===== src/hw/rtl/lgs_pkg.sv =====
// Shared types and constants of the life grid generation step block.
package lgs_pkg;

    localparam int OP_W    = 2;
    localparam int ROW_W   = 4;
    localparam int COL_W   = 5;

    localparam logic [OP_W-1:0] OP_WRITE   = 2'd0;
    localparam logic [OP_W-1:0] OP_READ    = 2'd1;
    localparam logic [OP_W-1:0] OP_ADVANCE = 2'd2;

    // B3/S23 neighbor counts
    localparam logic [3:0] NBR_BIRTH   = 4'd3;
    localparam logic [3:0] NBR_SURVIVE = 4'd2;

    typedef enum logic [2:0] {
        S_IDLE,
        S_ACC,
        S_WB,
        S_GEN,
        S_DONE
    } t_state;

    typedef struct packed {
        logic capture;
        logic acc_rd;
        logic acc_wb;
        logic gen_start;
        logic gen_step;
        logic load_out;
    } t_dp_cmd;

    typedef struct packed {
        logic is_adv;
        logic gen_last;
    } t_dp_status;

endpackage


===== src/hw/rtl/lgs_if.sv =====
// Valid/ready channel interfaces for commands and results.
interface lgs_in_if import lgs_pkg::*; ();
    logic             valid;
    logic             ready;
    logic [OP_W-1:0]  opcode;
    logic [ROW_W-1:0] row;
    logic [COL_W-1:0] col;
    logic             value;

    modport source (output valid, opcode, row, col, value, input ready);
    modport sink   (input valid, opcode, row, col, value, output ready);
endinterface

interface lgs_out_if;
    logic valid;
    logic ready;
    logic cell_state;

    modport source (output valid, cell_state, input ready);
    modport sink   (input valid, cell_state, output ready);
endinterface


===== src/hw/rtl/lgs_ram.sv =====
// Generic one-write, one-read RAM with registered read data.
module lgs_ram #(
    parameter int WIDTH = 32,
    parameter int DEPTH = 16
) (
    input  logic                     i_clk,
    input  logic                     i_we,
    input  logic [$clog2(DEPTH)-1:0] i_waddr,
    input  logic [WIDTH-1:0]         i_wdata,
    input  logic                     i_re,
    input  logic [$clog2(DEPTH)-1:0] i_raddr,
    output logic [WIDTH-1:0]         o_rdata
);
    logic [WIDTH-1:0] r_mem [DEPTH];
    logic [WIDTH-1:0] r_rdata;

    always_ff @(posedge i_clk) begin
        if (i_we) begin
            r_mem[i_waddr] <= i_wdata;
        end
        if (i_re) begin
            r_rdata <= r_mem[i_raddr];
        end
    end

    assign o_rdata = r_rdata;
endmodule


===== src/hw/rtl/lgs_ctrl.sv =====
// Controller state machine: handshakes and sequencing of the datapath.
module lgs_ctrl import lgs_pkg::*; (
    input  logic       i_clk,
    input  logic       i_rst_n,
    input  logic       i_in_valid,
    output logic       o_in_ready,
    output logic       o_out_valid,
    input  logic       i_out_ready,
    input  t_dp_status i_status,
    output t_dp_cmd    o_cmd
);
    t_state r_state, n_state;
    logic   r_out_valid, n_out_valid;

    always_ff @(posedge i_clk) begin
        if (!i_rst_n) begin
            r_state     <= S_IDLE;
            r_out_valid <= 1'b0;
        end else begin
            r_state     <= n_state;
            r_out_valid <= n_out_valid;
        end
    end

    always_comb begin
        n_state     = r_state;
        o_cmd       = '0;
        n_out_valid = r_out_valid;
        if (r_out_valid && i_out_ready) begin
            n_out_valid = 1'b0;
        end
        case (r_state)
            S_IDLE: begin
                if (i_in_valid) begin
                    o_cmd.capture = 1'b1;
                    n_state       = S_ACC;
                end
            end
            S_ACC: begin
                if (i_status.is_adv) begin
                    o_cmd.gen_start = 1'b1;
                    n_state         = S_GEN;
                end else begin
                    o_cmd.acc_rd = 1'b1;
                    n_state      = S_WB;
                end
            end
            S_WB: begin
                o_cmd.acc_wb = 1'b1;
                n_state      = S_DONE;
            end
            S_GEN: begin
                o_cmd.gen_step = 1'b1;
                if (i_status.gen_last) begin
                    n_state = S_DONE;
                end
            end
            S_DONE: begin
                // wait for the output register to free up
                if (!r_out_valid || i_out_ready) begin
                    o_cmd.load_out = 1'b1;
                    n_out_valid    = 1'b1;
                    n_state        = S_IDLE;
                end
            end
            default: begin
                n_state = S_IDLE;
            end
        endcase
    end

    assign o_in_ready  = (r_state == S_IDLE);
    assign o_out_valid = r_out_valid;
endmodule


===== src/hw/rtl/lgs_datapath.sv =====
// Datapath: grid row memory, row valid bits, three-row window and result registers.
module lgs_datapath import lgs_pkg::*; #(
    parameter int COLS = 32,
    parameter int ROWS = 16
) (
    input  logic             i_clk,
    input  logic             i_rst_n,
    input  t_dp_cmd          i_cmd,
    input  logic [OP_W-1:0]  i_opcode,
    input  logic [ROW_W-1:0] i_row,
    input  logic [COL_W-1:0] i_col,
    input  logic             i_value,
    output t_dp_status       o_status,
    output logic             o_cell_state
);
    localparam int AW = $clog2(ROWS);
    localparam int CW = $clog2(ROWS + 2);

    logic [OP_W-1:0]  r_op;
    logic [ROW_W-1:0] r_row;
    logic [COL_W-1:0] r_col;
    logic             r_val;
    logic [CW-1:0]    r_cnt;
    logic [COLS-1:0]  r_top, r_mid;
    logic [ROWS-1:0]  r_valid;
    logic             r_rd_vld;
    logic             r_res;
    logic             r_out;

    logic            w_inside;
    logic            w_re, w_we;
    logic [AW-1:0]   w_raddr, w_waddr;
    logic [COLS-1:0] w_wdata, w_rdata, w_row;
    logic [COLS-1:0] w_below, w_next, w_mask, w_acc_sh, w_gen_sh;
    logic [COLS+1:0] w_pt, w_pm, w_pb;
    logic [3:0]      w_n [COLS];
    logic            w_gen_wr, w_gen_rd, w_gen_hit;

    assign w_inside = (32'(r_row) < ROWS) && (32'(r_col) < COLS);
    assign w_row    = w_rdata & {COLS{r_rd_vld}};
    assign w_mask   = {{(COLS-1){1'b0}}, 1'b1} << r_col;
    assign w_acc_sh = w_row >> r_col;

    // generation window: row r_cnt-2 is computed from rows r_cnt-3..r_cnt-1
    assign w_gen_rd  = (32'(r_cnt) < ROWS);
    assign w_gen_wr  = (r_cnt >= CW'(2));
    assign w_below   = (r_cnt >= CW'(1) && 32'(r_cnt) <= ROWS) ? w_row : '0;
    assign w_pt      = {1'b0, r_top, 1'b0};
    assign w_pm      = {1'b0, r_mid, 1'b0};
    assign w_pb      = {1'b0, w_below, 1'b0};
    assign w_gen_sh  = w_next >> r_col;
    assign w_gen_hit = w_gen_wr && w_inside && (w_waddr == AW'(r_row));

    always_comb begin
        for (int c = 0; c < COLS; c++) begin
            w_n[c] = 4'(w_pt[c]) + 4'(w_pt[c+1]) + 4'(w_pt[c+2])
                   + 4'(w_pm[c]) + 4'(w_pm[c+2])
                   + 4'(w_pb[c]) + 4'(w_pb[c+1]) + 4'(w_pb[c+2]);
            w_next[c] = (w_n[c] == NBR_BIRTH) || (w_pm[c+1] && (w_n[c] == NBR_SURVIVE));
        end
    end

    always_comb begin
        w_re    = 1'b0;
        w_raddr = AW'(r_row);
        w_we    = 1'b0;
        w_waddr = AW'(r_row);
        w_wdata = r_val ? (w_row | w_mask) : (w_row & ~w_mask);
        if (i_cmd.acc_rd) begin
            w_re = w_inside;
        end
        if (i_cmd.acc_wb) begin
            w_we = w_inside && (r_op == OP_WRITE);
        end
        if (i_cmd.gen_step) begin
            w_re    = w_gen_rd;
            w_raddr = AW'(r_cnt);
            w_we    = w_gen_wr;
            w_waddr = AW'(r_cnt - CW'(2));
            w_wdata = w_next;
        end
    end

    lgs_ram #(
        .WIDTH (COLS),
        .DEPTH (ROWS)
    ) u_lgs_ram (
        .i_clk   (i_clk),
        .i_we    (w_we),
        .i_waddr (w_waddr),
        .i_wdata (w_wdata),
        .i_re    (w_re),
        .i_raddr (w_raddr),
        .o_rdata (w_rdata)
    );

    // a row never written reads as all dead
    always_ff @(posedge i_clk) begin
        if (!i_rst_n) begin
            r_valid <= '0;
        end else if (w_we) begin
            r_valid[w_waddr] <= 1'b1;
        end
    end

    always_ff @(posedge i_clk) begin
        if (w_re) begin
            r_rd_vld <= r_valid[w_raddr];
        end
        if (i_cmd.capture) begin
            r_op  <= i_opcode;
            r_row <= i_row;
            r_col <= i_col;
            r_val <= i_value;
        end
        if (i_cmd.gen_start) begin
            r_cnt <= '0;
            r_top <= '0;
            r_mid <= '0;
            r_res <= 1'b0;
        end
        if (i_cmd.gen_step) begin
            r_cnt <= r_cnt + CW'(1);
            r_top <= r_mid;
            r_mid <= w_below;
            if (w_gen_hit) begin
                r_res <= w_gen_sh[0];
            end
        end
        if (i_cmd.acc_wb) begin
            if (!w_inside) begin
                r_res <= 1'b0;
            end else if (r_op == OP_WRITE) begin
                r_res <= r_val;
            end else begin
                r_res <= w_acc_sh[0];
            end
        end
        if (i_cmd.load_out) begin
            r_out <= r_res;
        end
    end

    assign o_status.is_adv   = (r_op == OP_ADVANCE);
    assign o_status.gen_last = (r_cnt == CW'(ROWS + 1));
    assign o_cell_state      = r_out;
endmodule


===== src/hw/rtl/life_grid_generation_step_core.sv =====
// Top level of the B3/S23 life grid: controller, datapath and channel ports.
//
// i_cmd carries one command per transfer: write a cell, read a cell, or
// advance the whole ROWS x COLS grid by one generation (opcode 3 reads).
// o_res returns exactly one transfer per command with the addressed cell's
// state after the command; an address outside the grid returns 0.
// One command is in work at a time; i_cmd.ready is high while idle.
// Read and write pass from S_ACC (row read) through S_WB (cell update
// and result) to S_DONE, which loads the output register; the next
// command is taken once the controller is back in S_IDLE. Advance goes
// from S_ACC through S_GEN to S_DONE; S_GEN is the row
// sweep that reads one grid row per cycle from the row memory through a
// three-row window and writes back each new row once the row below it is read.
// Reset clears all cells to dead at once through per-row valid bits and
// drops any pending result. When o_res.ready is low the result holds in
// the output register; the block still takes the next command and stalls
// only at the end of that command until the output register frees up.
module life_grid_generation_step_core import lgs_pkg::*; #(
    parameter int COLS = 32,
    parameter int ROWS = 16
) (
    input  logic      i_clk,
    input  logic      i_rst_n,
    lgs_in_if.sink    i_cmd,
    lgs_out_if.source o_res
);
    t_dp_cmd    w_cmd;
    t_dp_status w_status;
    logic       w_in_ready;
    logic       w_out_valid;
    logic       w_cell_state;

    lgs_ctrl u_lgs_ctrl (
        .i_clk       (i_clk),
        .i_rst_n     (i_rst_n),
        .i_in_valid  (i_cmd.valid),
        .o_in_ready  (w_in_ready),
        .o_out_valid (w_out_valid),
        .i_out_ready (o_res.ready),
        .i_status    (w_status),
        .o_cmd       (w_cmd)
    );

    lgs_datapath #(
        .COLS (COLS),
        .ROWS (ROWS)
    ) u_lgs_datapath (
        .i_clk        (i_clk),
        .i_rst_n      (i_rst_n),
        .i_cmd        (w_cmd),
        .i_opcode     (i_cmd.opcode),
        .i_row        (i_cmd.row),
        .i_col        (i_cmd.col),
        .i_value      (i_cmd.value),
        .o_status     (w_status),
        .o_cell_state (w_cell_state)
    );

    assign i_cmd.ready      = w_in_ready;
    assign o_res.valid      = w_out_valid;
    assign o_res.cell_state = w_cell_state;
endmodule


===== src/flat_wrapper.sv =====
// flat-port wrapper written by rule: the top's interface ports become plain ports
module life_grid_generation_step_core_flat import lgs_pkg::*;
#(
    parameter int COLS = 32,
    parameter int ROWS = 16
)
  (i_clk, i_rst_n, i_cmd_valid, i_cmd_opcode, i_cmd_row, i_cmd_col, i_cmd_value, i_cmd_ready, o_res_valid, o_res_cell_state, o_res_ready);
  lgs_in_if i_cmd_i ();
  lgs_out_if o_res_i ();
  input  logic i_clk;
  input  logic i_rst_n;
  input wire logic [$bits(i_cmd_i.valid)-1:0] i_cmd_valid;
  input wire logic [$bits(i_cmd_i.opcode)-1:0] i_cmd_opcode;
  input wire logic [$bits(i_cmd_i.row)-1:0] i_cmd_row;
  input wire logic [$bits(i_cmd_i.col)-1:0] i_cmd_col;
  input wire logic [$bits(i_cmd_i.value)-1:0] i_cmd_value;
  output wire logic [$bits(i_cmd_i.ready)-1:0] i_cmd_ready;
  output wire logic [$bits(o_res_i.valid)-1:0] o_res_valid;
  output wire logic [$bits(o_res_i.cell_state)-1:0] o_res_cell_state;
  input wire logic [$bits(o_res_i.ready)-1:0] o_res_ready;
  assign i_cmd_i.valid = i_cmd_valid;
  assign i_cmd_i.opcode = i_cmd_opcode;
  assign i_cmd_i.row = i_cmd_row;
  assign i_cmd_i.col = i_cmd_col;
  assign i_cmd_i.value = i_cmd_value;
  assign i_cmd_ready = i_cmd_i.ready;
  assign o_res_valid = o_res_i.valid;
  assign o_res_cell_state = o_res_i.cell_state;
  assign o_res_i.ready = o_res_ready;
  life_grid_generation_step_core #(.COLS(COLS), .ROWS(ROWS)) u_core (.i_clk(i_clk), .i_rst_n(i_rst_n), .i_cmd(i_cmd_i), .o_res(o_res_i));
endmodule

===== config.mk =====
export PLATFORM = sky130hd
export DESIGN_NAME = life_grid_generation_step_core_flat
export DESIGN_NICKNAME = d
export VERILOG_FILES = /design/src/hw/rtl/lgs_pkg.sv /design/src/hw/rtl/lgs_if.sv /design/src/hw/rtl/lgs_ram.sv /design/src/hw/rtl/lgs_ctrl.sv /design/src/hw/rtl/lgs_datapath.sv /design/src/hw/rtl/life_grid_generation_step_core.sv /design/src/flat_wrapper.sv
export SDC_FILE = /design/constraint.sdc
export NUM_CORES = 1
export LEC_CHECK = 0
export ABC_AREA = 1
export BUFFER_PORTS_ARGS = -buffer_cell sky130_fd_sc_hd__buf_2
export CAP_MARGIN = 20
export CORE_ASPECT_RATIO = 1.25
export CORE_UTILIZATION = 44
export CTS_CLUSTER_DIAMETER = 30
export DETAILED_ROUTE_END_ITERATION = 10
export HOLD_SLACK_MARGIN = 0.08
export PLACE_DENSITY = 0.7
export SETUP_SLACK_MARGIN = 0.2
export SLEW_MARGIN = 40
export SYNTH_ARGS = -nofsm -noshare
export SYNTH_HDL_FRONTEND = slang
export SYNTH_SLANG_ARGS = --single-unit
export TNS_END_PERCENT = 30

===== constraint.sdc =====
create_clock -name i_clk -period 7.65 [get_ports i_clk]
set_clock_uncertainty 0.1 [all_clocks]
set_input_delay 0.3825 -clock i_clk [delete_from_list [all_inputs] [get_ports i_clk]]
set_output_delay 0.3825 -clock i_clk [all_outputs]
set_load 0.02 [all_outputs]

==> reports/results.tsv <==
stage	metric	value	unit
status	status	complete, no violations	
routing	dr_total_vias	21800	
run	maxCapViolations	0	
synthesis	syn-num-nets	3035	
clock_tree	cts_sinks	648	
setup_path	cp_max_fo	24	
synthesis	yosys_most_used_dff	edfxtp_1	
place	dpl.hpwl	47.80	mm
synthesis	syn-cell-area	0.03206	mm^2
sta	layout_setup_ws	2.695	ns
global_routing	gr-usage-all-layers	0.2204	
place	gp_congestion	0.9732	
floorplan	num_io_pins	19	
setup_path	critPathLaunchType	flop	
synthesis	muxShareOfSynthArea	0	
sta	drv_slew	0	
sta	setup_tns	0	ns
pwr	p_sw	3.373	mW
clock_tree	clk_pin_slew	0.05	ns
synthesis	yosysTopAreaCell	edfxtp_1	
floorplan	dieArea	0.07395	mm^2
synthesis	synth_xor_area_frac	0	
setup_path	crit_required	8.01	ns
setup_path	critPathCaptureType	flop	
synthesis	synth_most_common_cell	edfxtp_1	
synthesis	syn_inst	2797	
sta	rsz0062_at_grt	no	
pwr	swShare	0.3041	
sta	relSlewSlack	0.4338	
cells_and_area	fin_area	0.03679	mm^2
synthesis	synth_warnings	0	
routing	viasPerCell	5.613	
clock_tree	clock_path_buffers	3	
synthesis	synth_seq_cells	648	
cells_and_area	n_antenna_cell	0	
pwr	clkPwrFrac	0.411	
setup_path	rrSetupSlack	2.70	ns
floorplan	rows	110	
global_routing	grt-ovfl-total	0	
clock_tree	cts_buffers	97	
routing	routed_wl	81.49	mm
synthesis	synth_seq_area_share	0.6004	
routing	dr.pass1.iters	5	
setup_path	crit_arrival	5.32	ns
synthesis	async_flop_share	0	
routing	final_antenna_net_count	0	
place	place_area	0.03325	mm^2
clock_tree	htreeDepth	3	
floorplan	core	0.07212	mm^2
cells_and_area	nets	3087	
clock_tree	clkLatencyLatePin	0.65	ns
floorplan	fp.dieW	243.4	um
global_routing	grt_pass1_wl	124.5	mm
pwr	power_density	301.5	mW/mm^2
pwr	comb_power_share	0.206	
global_routing	grt_max_degree	113	
pwr	p_total	11.09	mW
sta	hold_viol_final	0	
synthesis	netlist-cell-type-count	44	
pwr	p_leak	13.78	nW
cells_and_area	layout-drive-gt1-share	0.1030	
sta	max_slew.worst_pin.slew	0.8462	ns
routing	first_iter_violations	2314	
routing	drc	0	
cells_and_area	fill_cells	6123	
clock_tree	cts_tree	yes	
clock_tree	cts_root_buf	clkbuf_16	
sta	min_period_over_period	0.6477	
pwr	p_seq_frac	0.384	
pwr	ir_drop	0.0001754	V
floorplan	die_h	303.8	um
floorplan	initial_utilization	0.4445	
setup_path	critical_path_class	reg -> reg	
sta	fmax	201.8	MHz
sta	finalSetupViolCount	0	
routing	wire_per_inst	20.99	um
synthesis	netlist_top_cells_area	edfxtp_1, fa_1, nor2_1	
place	portBuffers	18	
cells_and_area	syn_to_final_growth	14.78	%
synthesis	synth-compound-area-share	0.1065	
place	pre_cts_ws	2.721	ns
synthesis	synth_top_family_by_area	simple AND/OR/NAND/NOR gates	
synthesis	yosysTopAreaCellShare	0.5873	
global_routing	antenna_found_initial	0	
sta	fin_crit	4.955	ns
synthesis	synthSimpleGateAreaFrac	0.1206	
global_routing	grt_pass1_vias	21470	
synthesis	avgSynthCellArea	11.46	um^2
synthesis	synth_edf_count	627	
pwr	power.internal	7.719	mW
synthesis	synth_adder_area_share	0.1157	
worst_hold_path	min_path_type	reg -> reg	
synthesis	netlist_top_cells_count	edfxtp_1, nor2_1, o21ai_0	
power by group through the flow:
stage | clock, mW | sequential (mW) | combinational [mW]
final | 4.56 | 4.26 | 2.28
after global routing | 4.75 | 4.26 | 2.60
after CTS | 4.60 | 4.25 | 2.28
after detailed placement | 0 | 4.32 | 2.26
after global placement | 0 | 4.33 | 2.17
after floorplan | 0 | 4.29 | 1.62
critical path: stages, from the launching register on:
cell and delay (ns):
edfxtp_1 0.48, inv_1 0.12, ha_1 0.20, nand2_1 0.08
inv_1 0.05, nand4_1 0.08, nand2_1 0.11, inv_2 0.39
nand3_1 0.37, fa_1 0.57, fa_1 0.50, inv_1 0.04
ha_1 0.20, fa_1 0.47, o21ai_0 0.07, nor2_1 0.14
nand3_1 0.19, o21ai_0 0.25, buf_4 0.32
cells by family (layout without fill, tap and decap cells):
kind of cell	count (synthesis)	after routing
DFF	648	648
and+or+nand+nor	947	947
adders and majority gates	222	222
AOI/OAI and AO/OA	567	567
buffers and inverters	413	547
state kept, by name, indices dropped and copies added, names as in the netlist, 3 cells and up:
register,flops
u_core.u_lgs_datapath.r_row,4
u_core.u_lgs_datapath.r_valid,16
u_core.u_lgs_datapath.r_col,5
u_core.u_lgs_ctrl.r_state,3
u_core.u_lgs_datapath.r_mid,32
u_core.u_lgs_datapath.r_top,32
u_core.u_lgs_datapath.u_lgs_ram.o_rdata,32
u_core.u_lgs_datapath.u_lgs_ram.r_mem,512
u_core.u_lgs_datapath.r_cnt,5
final cells by class:
cell class / count / area (um^2) / area share
multi-input combinational: 1736 / 11180 / 0.3039
sequential: 648 / 19250 / 0.5231
clock buffer: 101 / 2442 / 0.06638
clock inverter: 80 / 947.2 / 0.02574
timing repair buffer: 99 / 774.5 / 0.02105
tap: 952 / 1191 / 0.03237
inverter: 267 / 1010 / 0.02744
per-layer routing:
metal | global-route usage | vias up | routed length, um
met2 | 0.3745 | 929 | 40030
li1 | - | 9965 | -
met1 | 0.2716 | 10650 | 31270
met3 | 0.03184 | 252 | 5980
met5 | 0 | - | 0
met4 | 0.1160 | 0 | 4205
final timing paths:
kind                                                   from                                                     end  cells after the start
max            u_core.u_lgs_datapath.r_cnt[2]$_SDFFCE_PN0P_  u_core.u_lgs_datapath.u_lgs_ram.r_mem[11][5]$_DFFE_PP_                     18
min          u_core.u_lgs_datapath.r_valid[15]$_SDFFE_PN0N_          u_core.u_lgs_datapath.r_valid[15]$_SDFFE_PN0N_                      1
max reg2reg    u_core.u_lgs_datapath.r_cnt[2]$_SDFFCE_PN0P_  u_core.u_lgs_datapath.u_lgs_ram.r_mem[11][5]$_DFFE_PP_                     18
min reg2reg  u_core.u_lgs_datapath.r_valid[15]$_SDFFE_PN0N_          u_core.u_lgs_datapath.r_valid[15]$_SDFFE_PN0N_                      1
through the flow:
stage          cells  hold WS, ns  utilization
6_report        3883       0.3604       0.5102
5_1_grt         3883       0.3479       0.5102
4_1_cts         3883       0.3062       0.5102
3_5_place_dp    3687       0.3486       0.4611
3_3_place_gp    3684       0.3421       0.4599
2_1_floorplan   2797       0.3086            -
repair_timing:
action / 4_1_cts / 5_1_grt
endpoints found under the hold margin: 23 / 0
resized for setup: 0 / 0
hold buffers: 15 / 0
setup buffers: 0 / 0
cells in the final DEF, fill, tap and decap left out, drive strengths merged, types with 30 or more instances in the layout:
cell type and instances:
edfxtp 627, nor2 484, o21ai 366, nand2 293
inv 288, nand3 147, fa 124, o221ai 105
clkbuf 101, ha 98, buf 84, o22ai 30
Note: power is estimated with default switching activity, not from simulation.
